--- src/sv/ir2a_pkg.sv ---
`timescale 1ns / 1ps
`default_nettype none

package ir2a_pkg;

   // default word width of the value port
   localparam int VALUE_BITS_DEF = 32;

   // field widths
   localparam int RADIX_BITS = 6;
   localparam int DIGIT_BITS = 6;
   localparam int CHAR_BITS  = 8;

   // radix limits and the one radix that carries a sign
   localparam logic [RADIX_BITS-1:0] RADIX_MIN = 6'd2;
   localparam logic [RADIX_BITS-1:0] RADIX_MAX = 6'd36;
   localparam logic [RADIX_BITS-1:0] DEC_RADIX = 6'd10;

   // command codes
   localparam logic CMD_UNSIGNED = 1'b0;
   localparam logic CMD_SIGNED   = 1'b1;

   // character codes
   localparam logic [CHAR_BITS-1:0] CHAR_ZERO  = 8'h30;
   localparam logic [CHAR_BITS-1:0] CHAR_A     = 8'h61;
   localparam logic [CHAR_BITS-1:0] CHAR_MINUS = 8'h2d;
   localparam logic [CHAR_BITS-1:0] CHAR_NONE  = 8'h00;

   // depth of the job queue between front and back
   localparam int QUEUE_DEPTH = 2;

   // classification of one job
   typedef struct packed {
      logic neg;
      logic err;
   } ir2a_flags_type;

   localparam int FLAGS_BITS = $bits(ir2a_flags_type);

   // back-end sequencer states
   typedef enum logic [2:0] {
      ST_IDLE,
      ST_DIVIDE,
      ST_SIGN,
      ST_READ,
      ST_EMIT,
      ST_ERR
   } ir2a_state_type;

   // digit value to lowercase ascii
   function automatic logic [CHAR_BITS-1:0] digit_char(input logic [DIGIT_BITS-1:0] d);
      logic [CHAR_BITS-1:0] dx;
      dx = {{(CHAR_BITS-DIGIT_BITS){1'b0}}, d};
      if (d < 6'd10) begin
         digit_char = CHAR_ZERO + dx;
      end else begin
         digit_char = CHAR_A + (dx - 8'd10);
      end
   endfunction

endpackage

`default_nettype wire

--- src/sv/integer_to_radix_ascii.sv ---
// Converts a VALUE_BITS-wide word to ASCII digits in radix 2..36, most
// significant digit first, one character per rsp transfer, lowercase letters
// for digits from 10 up, rsp_last on the final character. A signed command
// with radix 10 and the top bit set gives a leading '-' and the magnitude;
// every other case converts the raw pattern. A radix outside 2..36 gives one
// transfer with rsp_out_char 0, rsp_last and rsp_error set. The back end picks
// up a job from the queue, finds each digit with a bit-serial restoring
// divider, loads the '-' if there is one, then for each character reads the
// digit stack and loads the output register. A two-entry queue lets new
// items be taken while a conversion runs.
`timescale 1ns / 1ps
`default_nettype none

module integer_to_radix_ascii #(
   parameter int VALUE_BITS = ir2a_pkg::VALUE_BITS_DEF
) (
   input  wire logic                            clock,
   input  wire logic                            reset,
   input  wire logic                            req_valid,
   output logic                                 req_stall,
   input  wire logic [VALUE_BITS-1:0]           req_value,
   input  wire logic [ir2a_pkg::RADIX_BITS-1:0] req_radix,
   input  wire logic                            req_cmd,
   output logic                                 rsp_valid,
   input  wire logic                            rsp_stall,
   output logic [ir2a_pkg::CHAR_BITS-1:0]       rsp_out_char,
   output logic                                 rsp_last,
   output logic                                 rsp_error
);
   import ir2a_pkg::*;

   localparam int JOB_BITS = VALUE_BITS + RADIX_BITS + FLAGS_BITS;

   logic                  q_full;
   logic                  q_push;
   logic                  q_pop;
   logic                  q_valid;
   logic [VALUE_BITS-1:0] front_mag;
   logic [RADIX_BITS-1:0] front_radix;
   ir2a_flags_type        front_flags;
   logic [JOB_BITS-1:0]   push_data;
   logic [JOB_BITS-1:0]   q_data;
   logic [VALUE_BITS-1:0] back_mag;
   logic [RADIX_BITS-1:0] back_radix;
   ir2a_flags_type        back_flags;

   // classify incoming items
   ir2a_front #(
      .VALUE_BITS (VALUE_BITS)
   ) u_front (
      .req_valid (req_valid),
      .req_value (req_value),
      .req_radix (req_radix),
      .req_cmd   (req_cmd),
      .req_stall (req_stall),
      .q_full    (q_full),
      .q_push    (q_push),
      .job_mag   (front_mag),
      .job_radix (front_radix),
      .job_flags (front_flags)
   );

   assign push_data = {front_mag, front_radix, front_flags};

   // job queue between front and back
   ir2a_queue #(
      .WIDTH (JOB_BITS)
   ) u_queue (
      .clock     (clock),
      .reset     (reset),
      .push      (q_push),
      .push_data (push_data),
      .full      (q_full),
      .pop       (q_pop),
      .q_valid   (q_valid),
      .q_data    (q_data)
   );

   assign back_mag   = q_data[JOB_BITS-1 -: VALUE_BITS];
   assign back_radix = q_data[FLAGS_BITS +: RADIX_BITS];
   assign back_flags = q_data[FLAGS_BITS-1:0];

   // divide into digits and stream characters
   ir2a_back #(
      .VALUE_BITS (VALUE_BITS)
   ) u_back (
      .clock        (clock),
      .reset        (reset),
      .q_valid      (q_valid),
      .job_mag      (back_mag),
      .job_radix    (back_radix),
      .job_flags    (back_flags),
      .q_pop        (q_pop),
      .rsp_valid    (rsp_valid),
      .rsp_stall    (rsp_stall),
      .rsp_out_char (rsp_out_char),
      .rsp_last     (rsp_last),
      .rsp_error    (rsp_error)
   );

endmodule

`default_nettype wire

--- src/sv/ir2a_front.sv ---
`timescale 1ns / 1ps
`default_nettype none

module ir2a_front #(
   parameter int VALUE_BITS = ir2a_pkg::VALUE_BITS_DEF
) (
   input  wire logic                            req_valid,
   input  wire logic [VALUE_BITS-1:0]           req_value,
   input  wire logic [ir2a_pkg::RADIX_BITS-1:0] req_radix,
   input  wire logic                            req_cmd,
   output logic                                 req_stall,
   input  wire logic                            q_full,
   output logic                                 q_push,
   output logic [VALUE_BITS-1:0]                job_mag,
   output logic [ir2a_pkg::RADIX_BITS-1:0]      job_radix,
   output ir2a_pkg::ir2a_flags_type             job_flags
);
   import ir2a_pkg::*;

   logic bad_radix;
   logic is_neg;

   // handshake: take an item whenever the queue has room
   assign req_stall = q_full;
   assign q_push    = req_valid & ~q_full;

   // classify radix and sign
   assign bad_radix = (req_radix < RADIX_MIN) | (req_radix > RADIX_MAX);
   assign is_neg    = (req_cmd == CMD_SIGNED) & (req_radix == DEC_RADIX)
                      & req_value[VALUE_BITS-1];

   // magnitude to convert; the most negative word maps onto itself as unsigned
   assign job_mag         = is_neg ? (~req_value + 1'b1) : req_value;
   assign job_radix       = req_radix;
   assign job_flags.neg   = is_neg & ~bad_radix;
   assign job_flags.err   = bad_radix;

endmodule

`default_nettype wire

--- src/sv/ir2a_queue.sv ---
`timescale 1ns / 1ps
`default_nettype none

module ir2a_queue #(
   parameter int WIDTH = 40
) (
   input  wire logic             clock,
   input  wire logic             reset,
   input  wire logic             push,
   input  wire logic [WIDTH-1:0] push_data,
   output logic                  full,
   input  wire logic             pop,
   output logic                  q_valid,
   output logic [WIDTH-1:0]      q_data
);
   import ir2a_pkg::*;

   localparam int AW = (QUEUE_DEPTH > 1) ? $clog2(QUEUE_DEPTH) : 1;
   localparam int CW = $clog2(QUEUE_DEPTH + 1);

   logic [WIDTH-1:0] entry_ff [QUEUE_DEPTH];
   logic [AW-1:0]    wr_ptr_ff, wr_ptr_in;
   logic [AW-1:0]    rd_ptr_ff, rd_ptr_in;
   logic [CW-1:0]    count_ff, count_in;
   logic             do_push;
   logic             do_pop;

   assign full    = (count_ff == CW'(QUEUE_DEPTH));
   assign q_valid = (count_ff != '0);
   assign q_data  = entry_ff[rd_ptr_ff];
   assign do_push = push & ~full;
   assign do_pop  = pop & q_valid;

   // pointer wrap at the queue depth
   always_comb begin
      wr_ptr_in = wr_ptr_ff;
      rd_ptr_in = rd_ptr_ff;
      count_in  = count_ff;
      if (do_push) begin
         wr_ptr_in = (wr_ptr_ff == AW'(QUEUE_DEPTH - 1)) ? '0 : wr_ptr_ff + 1'b1;
      end
      if (do_pop) begin
         rd_ptr_in = (rd_ptr_ff == AW'(QUEUE_DEPTH - 1)) ? '0 : rd_ptr_ff + 1'b1;
      end
      if (do_push & ~do_pop) begin
         count_in = count_ff + 1'b1;
      end else if (do_pop & ~do_push) begin
         count_in = count_ff - 1'b1;
      end
   end

   // control state
   always_ff @(posedge clock) begin
      if (reset) begin
         wr_ptr_ff <= '0;
         rd_ptr_ff <= '0;
         count_ff  <= '0;
      end else begin
         wr_ptr_ff <= wr_ptr_in;
         rd_ptr_ff <= rd_ptr_in;
         count_ff  <= count_in;
      end
   end

   // entry storage
   always_ff @(posedge clock) begin
      if (do_push) begin
         entry_ff[wr_ptr_ff] <= push_data;
      end
   end

endmodule

`default_nettype wire

--- src/sv/ir2a_back.sv ---
`timescale 1ns / 1ps
`default_nettype none

module ir2a_back #(
   parameter int VALUE_BITS = ir2a_pkg::VALUE_BITS_DEF
) (
   input  wire logic                            clock,
   input  wire logic                            reset,
   input  wire logic                            q_valid,
   input  wire logic [VALUE_BITS-1:0]           job_mag,
   input  wire logic [ir2a_pkg::RADIX_BITS-1:0] job_radix,
   input  wire ir2a_pkg::ir2a_flags_type        job_flags,
   output logic                                 q_pop,
   output logic                                 rsp_valid,
   input  wire logic                            rsp_stall,
   output logic [ir2a_pkg::CHAR_BITS-1:0]       rsp_out_char,
   output logic                                 rsp_last,
   output logic                                 rsp_error
);
   import ir2a_pkg::*;

   localparam int AW  = $clog2(VALUE_BITS);
   localparam int CW  = $clog2(VALUE_BITS + 1);
   localparam int BCW = $clog2(VALUE_BITS);

   ir2a_state_type state_ff, state_in;

   logic [VALUE_BITS-1:0] quo_ff, quo_in;
   logic [DIGIT_BITS-1:0] rem_ff, rem_in;
   logic [BCW-1:0]        bit_cnt_ff, bit_cnt_in;
   logic [RADIX_BITS-1:0] radix_ff, radix_in;
   logic                  neg_ff, neg_in;
   logic [CW-1:0]         count_ff, count_in;
   logic [DIGIT_BITS-1:0] rd_digit_ff;

   logic [DIGIT_BITS-1:0] stack_mem [VALUE_BITS];

   logic                  rsp_valid_ff, rsp_valid_in;
   logic [CHAR_BITS-1:0]  out_char_ff, out_char_in;
   logic                  last_ff, last_in;
   logic                  error_ff, error_in;

   logic                  slot_free;
   logic [DIGIT_BITS:0]   rem_t;
   logic                  ge;
   logic [DIGIT_BITS-1:0] rem_n;
   logic [VALUE_BITS-1:0] quo_n;
   logic                  bit_last;
   logic [CW-1:0]         top_idx;
   logic                  push_digit;
   logic                  load_out;

   assign slot_free = ~rsp_valid_ff | ~rsp_stall;

   // one restoring division step: shift in the next quotient bit
   assign rem_t    = {rem_ff, quo_ff[VALUE_BITS-1]};
   assign ge       = rem_t >= {1'b0, radix_ff};
   assign rem_n    = ge ? DIGIT_BITS'(rem_t - {1'b0, radix_ff}) : rem_t[DIGIT_BITS-1:0];
   assign quo_n    = {quo_ff[VALUE_BITS-2:0], ge};
   assign bit_last = (bit_cnt_ff == BCW'(VALUE_BITS - 1));
   assign top_idx  = count_ff - 1'b1;

   // next state
   always_comb begin
      state_in = state_ff;
      case (state_ff)
         ST_IDLE: begin
            if (q_valid) begin
               state_in = job_flags.err ? ST_ERR : ST_DIVIDE;
            end
         end
         ST_DIVIDE: begin
            if (bit_last && (quo_n == '0)) begin
               state_in = neg_ff ? ST_SIGN : ST_READ;
            end
         end
         ST_SIGN: begin
            if (slot_free) begin
               state_in = ST_READ;
            end
         end
         ST_READ: begin
            state_in = ST_EMIT;
         end
         ST_EMIT: begin
            if (slot_free) begin
               state_in = (count_ff == CW'(1)) ? ST_IDLE : ST_READ;
            end
         end
         ST_ERR: begin
            if (slot_free) begin
               state_in = ST_IDLE;
            end
         end
         default: begin
            state_in = ST_IDLE;
         end
      endcase
   end

   // datapath and output controls
   always_comb begin
      q_pop       = 1'b0;
      quo_in      = quo_ff;
      rem_in      = rem_ff;
      bit_cnt_in  = bit_cnt_ff;
      radix_in    = radix_ff;
      neg_in      = neg_ff;
      count_in    = count_ff;
      push_digit  = 1'b0;
      load_out    = 1'b0;
      out_char_in = out_char_ff;
      last_in     = last_ff;
      error_in    = error_ff;
      case (state_ff)
         ST_IDLE: begin
            if (q_valid) begin
               q_pop      = 1'b1;
               quo_in     = job_mag;
               rem_in     = '0;
               bit_cnt_in = '0;
               radix_in   = job_radix;
               neg_in     = job_flags.neg;
               count_in   = '0;
            end
         end
         ST_DIVIDE: begin
            quo_in = quo_n;
            if (bit_last) begin
               push_digit = 1'b1;
               count_in   = count_ff + 1'b1;
               rem_in     = '0;
               bit_cnt_in = '0;
            end else begin
               rem_in     = rem_n;
               bit_cnt_in = bit_cnt_ff + 1'b1;
            end
         end
         ST_SIGN: begin
            if (slot_free) begin
               load_out    = 1'b1;
               out_char_in = CHAR_MINUS;
               last_in     = 1'b0;
               error_in    = 1'b0;
            end
         end
         ST_EMIT: begin
            if (slot_free) begin
               load_out    = 1'b1;
               out_char_in = digit_char(rd_digit_ff);
               last_in     = (count_ff == CW'(1));
               error_in    = 1'b0;
               count_in    = count_ff - 1'b1;
            end
         end
         ST_ERR: begin
            if (slot_free) begin
               load_out    = 1'b1;
               out_char_in = CHAR_NONE;
               last_in     = 1'b1;
               error_in    = 1'b1;
            end
         end
         default: begin
            q_pop = 1'b0;
         end
      endcase
      if (load_out) begin
         rsp_valid_in = 1'b1;
      end else if (~rsp_stall) begin
         rsp_valid_in = 1'b0;
      end else begin
         rsp_valid_in = rsp_valid_ff;
      end
   end

   // control state
   always_ff @(posedge clock) begin
      if (reset) begin
         state_ff     <= ST_IDLE;
         rsp_valid_ff <= 1'b0;
         count_ff     <= '0;
         bit_cnt_ff   <= '0;
         neg_ff       <= 1'b0;
      end else begin
         state_ff     <= state_in;
         rsp_valid_ff <= rsp_valid_in;
         count_ff     <= count_in;
         bit_cnt_ff   <= bit_cnt_in;
         neg_ff       <= neg_in;
      end
   end

   // payload registers
   always_ff @(posedge clock) begin
      quo_ff      <= quo_in;
      rem_ff      <= rem_in;
      radix_ff    <= radix_in;
      out_char_ff <= out_char_in;
      last_ff     <= last_in;
      error_ff    <= error_in;
   end

   // digit stack, least significant digit at the bottom
   always_ff @(posedge clock) begin
      if (push_digit) begin
         stack_mem[count_ff[AW-1:0]] <= rem_n;
      end
      if (state_ff == ST_READ) begin
         rd_digit_ff <= stack_mem[top_idx[AW-1:0]];
      end
   end

   assign rsp_valid    = rsp_valid_ff;
   assign rsp_out_char = out_char_ff;
   assign rsp_last     = last_ff;
   assign rsp_error    = error_ff;

endmodule

`default_nettype wire
--- config.mk ---
export PLATFORM = sky130hd
export DESIGN_NAME = integer_to_radix_ascii
export DESIGN_NICKNAME = d
export VERILOG_FILES = /design/src/sv/ir2a_pkg.sv /design/src/sv/integer_to_radix_ascii.sv /design/src/sv/ir2a_front.sv /design/src/sv/ir2a_queue.sv /design/src/sv/ir2a_back.sv
export SDC_FILE = /design/constraint.sdc
export NUM_CORES = 1
export LEC_CHECK = 0
export ABC_AREA = 0
export BUFFER_PORTS_ARGS = -buffer_cell sky130_fd_sc_hd__clkbuf_2
export CAP_MARGIN = 10
export CORE_MARGIN = 2
export CORE_UTILIZATION = 50
export DETAILED_ROUTE_END_ITERATION = 12
export PLACE_DENSITY_LB_ADDON = 0.08
export SETUP_SLACK_MARGIN = 0.1
export SYNTH_ARGS = -nofsm -noshare
export SYNTH_HDL_FRONTEND = slang
export SYNTH_HIERARCHICAL = 1
export SYNTH_SLANG_ARGS = --single-unit
--- constraint.sdc ---
create_clock -name clock -period 4.7 [get_ports clock]
set_clock_uncertainty 0.15 [all_clocks]
set_input_delay 0.94 -clock clock [delete_from_list [all_inputs] [get_ports clock]]
set_output_delay 0.94 -clock clock [all_outputs]
set_load 0.02 [all_outputs]
==> out/results.ini <==
[place]
place_hpwl_um = 19400
portBuffers = 54
dp.cells = 1431
place_area_sq_um = 16100
gp_congestion = 0.754

[worst_setup_path]
critPathRequiredTime_ps = 4540
crit_fanout = 32
cp_top_family = compound AO/OA/AOI/OAI gates
worstRegToRegCells = 6
path_cells = ha_1 > a21o_1 > a211o_1 > a41oi_1 > or3_1 > nand2_1
slowest_delay_ps = 730
r2r_end = u_back/stack_mem[7][4]
worst_setup_path_start_kind = flop
criticalPathCategory = flop to flop
end_kind = flop
rr_startpoint = u_back/rem_ff[3]
crit_buf_inv = 0
critPathSlowestCell = a41oi_1
crit_arrival_ps = 3300
r2r_setup_slack_ps = 1240

[die]
dieHeight_um = 180
start_util_pct = 50.7
die-area_sq_um = 32500
core_area_sq_um = 30600
die_width_um = 180
io_pins = 55
rows = 64

[logic_synthesis]
async_reset_ff_share_pct = 0
synth_area_leader_cell = edfxtp_1
synth_top_family_by_area = multiplexers
ys_warn_count = 6
syn_area_sq_um = 15500
synth-simple-area-share_pct = 9.35
syn_nets = 1085
syn_inst = 1022
synth_edf_count = 332
yosysSeqAreaShare_pct = 67.0
avgSynthCellArea_sq_um = 15.2
synth_xor_area_share_pct = 2.53
synth-seq-cells = 353
synth-adder-area-share_pct = 1.66
ys_types = 65
synthDominantCellAreaShare_pct = 64.3
synthTopCellsByArea = edfxtp_1 (64%), mux4_2 (7.8%), mux2_2 (3.0%), nand2_1 (3.0%), dfxtp_1 (2.7%)
synth_mux_area_share_pct = 11.7
synthFlopType = edfxtp_1
synth-compound-area-share_pct = 4.98

[drt]
dr.pass1.iters = 5
drc = 0
wire_per_inst_um = 19.7
via_per_inst = 5.59
drtIter0Drc = 651
routed-via-count = 8366
routed_wl_um = 29500
ant_nets = 0

[layout]
multi_input_area_sq_um = 4710
drive_above_1_share_pct = 22.6
seqCellArea_sq_um = 10400
antennaDiodeCount = 0
final_cell_mix = edfxtp_1 (332), nand2_1 (123), nor2_1 (69)
fill_cells = 2494
final_cell_area_sq_um = 17200
mostFrequentLayoutCell = edfxtp_1
fin_cells = 1496
area_delta_synth_final_pct = 10.7
nets = 1137
fin_util_pct = 56.1

[min_path]
hp-class = flop to flop
hold_depth = 2
min_from = u_back/neg_ff
hold_end = u_back/neg_ff

[clock_tree]
cts_setup_buffers = 0
cts_hold_buf = 0
clock_latency_ps = 510
cts.clk_slew.worst_paths_ps = 60
cts_resized = 0
htree_levels = 2
clock-sinks = 353
cts_tree = built
root_buffer = clkbuf_16
numCtsBuffers = 37
clockBufferDepth = 3

[global_route]
grt.overflow.total = 0
grtUsageTotal_pct = 18.6
antenna_found_initial = 0
grt_max_degree = 55
grt_pass1_vias = 8341
grt_pass1_wl_um = 47300

[timing]
min_period_ps = 3460
slew-limit-headroom_pct = 30.2
tightest_slew_ps = 1050
finalSetupTns_ps = 0
min_period_over_period_pct = 73.6
rsz0062_at_grt = false
setup_viol = 0
hold_violations = 0
fmax_ghz = 0.289
maxSlewViolCount = 0

[power_and_ir_drop]
power_density_nw_per_um2 = 669
design_power_total_mw = 11.5
p_leak_nw = 5.92
vdd_drop_max_mv = 0.400

[job]
drv_cap = 0

[outcome]
status = finished clean

[synth_stat cells (18+ instances only)]
| master | n |
|---|---|
| a21oi_1 | 33 |
| dfxtp_1 | 21 |
| edfxtp_1 | 332 |
| ha_1 | 19 |
| inv_1 | 33 |
| mux2_2 | 42 |
| mux4_2 | 54 |
| nand2_1 | 123 |
| nor2_1 | 69 |
| o21ai_0 | 20 |
| xnor2_1 | 25 |
| xor2_1 | 18 |
[state kept, by name, summed over array words and instances, names as in the netlist, 2 cells and up, named ones only]
register / count
u_back/count_ff: 6
u_back/radix_ff: 6
u_back/rsp_out_char: 8
u_back/stack_mem: 192
u_back/state_ff: 3
u_queue/entry_ff: 80
u_queue/count_ff: 2
u_back/quo_ff: 32
u_back/rd_digit_ff: 6
u_back/rem_ff: 6
u_back/bit_cnt_ff: 5
[layer usage]
| metal | track usage [%] | part of all wire [%] |
|---|---|---|
| met3 | 2.41 | 4.4 |
| met5 | 0 | 0 |
| met4 | 5.00 | 2.0 |
| met2 | 31.3 | 49 |
| met1 | 25.7 | 44 |
[cell families after synthesis]
logic type,Yosys count
multiplexers,109
flip-flops,353
XOR/XNOR,44
AND/OR/NAND/NOR,292
adder cells (fa/ha/maj),20
buffers and inverters,87
AO/OA/AOI/OAI,117
[worst max path at each step]
stage / startpoint / to / cells past startpoint
finish: u_back/rem_ff[3] / u_back/stack_mem[7][4] / 6
global route: u_back/rem_ff[3] / u_back/stack_mem[6][4] / 6
CTS: u_back/rem_ff[3] / u_back/stack_mem[15][0] / 6
detailed placement: u_back/rem_ff[3] / u_back/stack_mem[25][4] / 6
global placement: u_back/rem_ff[3] / u_back/stack_mem[25][4] / 6
floorplan: u_back/rem_ff[3] / u_back/stack_mem[0][5] / 7
[report_power, final]
group | switching (mW) | internal, mW
logic | 2.38 | 1.35
clock network | 1.13 | 1.47
registers | 0.257 | 4.90
[worst min-delay path, stage by stage (launching register included)]
cell and delay [ps]:
dfxtp_1 310, nand2_1 50, a21oi_1 50
[per-stage QoR]
step	setup WS, ps	hold WS [ps]
floorplan	1140	283
global placement	1310	295
detailed placement	1240	308
CTS	1240	316
global route	951	360
finish	1240	315
[layout make-up]
class | instances | area share [%]
clock inverters | 21 | 0.612
multi-input cells | 582 | 27.4
inverters | 33 | 0.722
well taps | 396 | 2.89
clock buffers | 44 | 5.66
repair buffers | 67 | 2.14
flip-flops and latches | 353 | 60.5
Power figures use the tool's default switching activity.
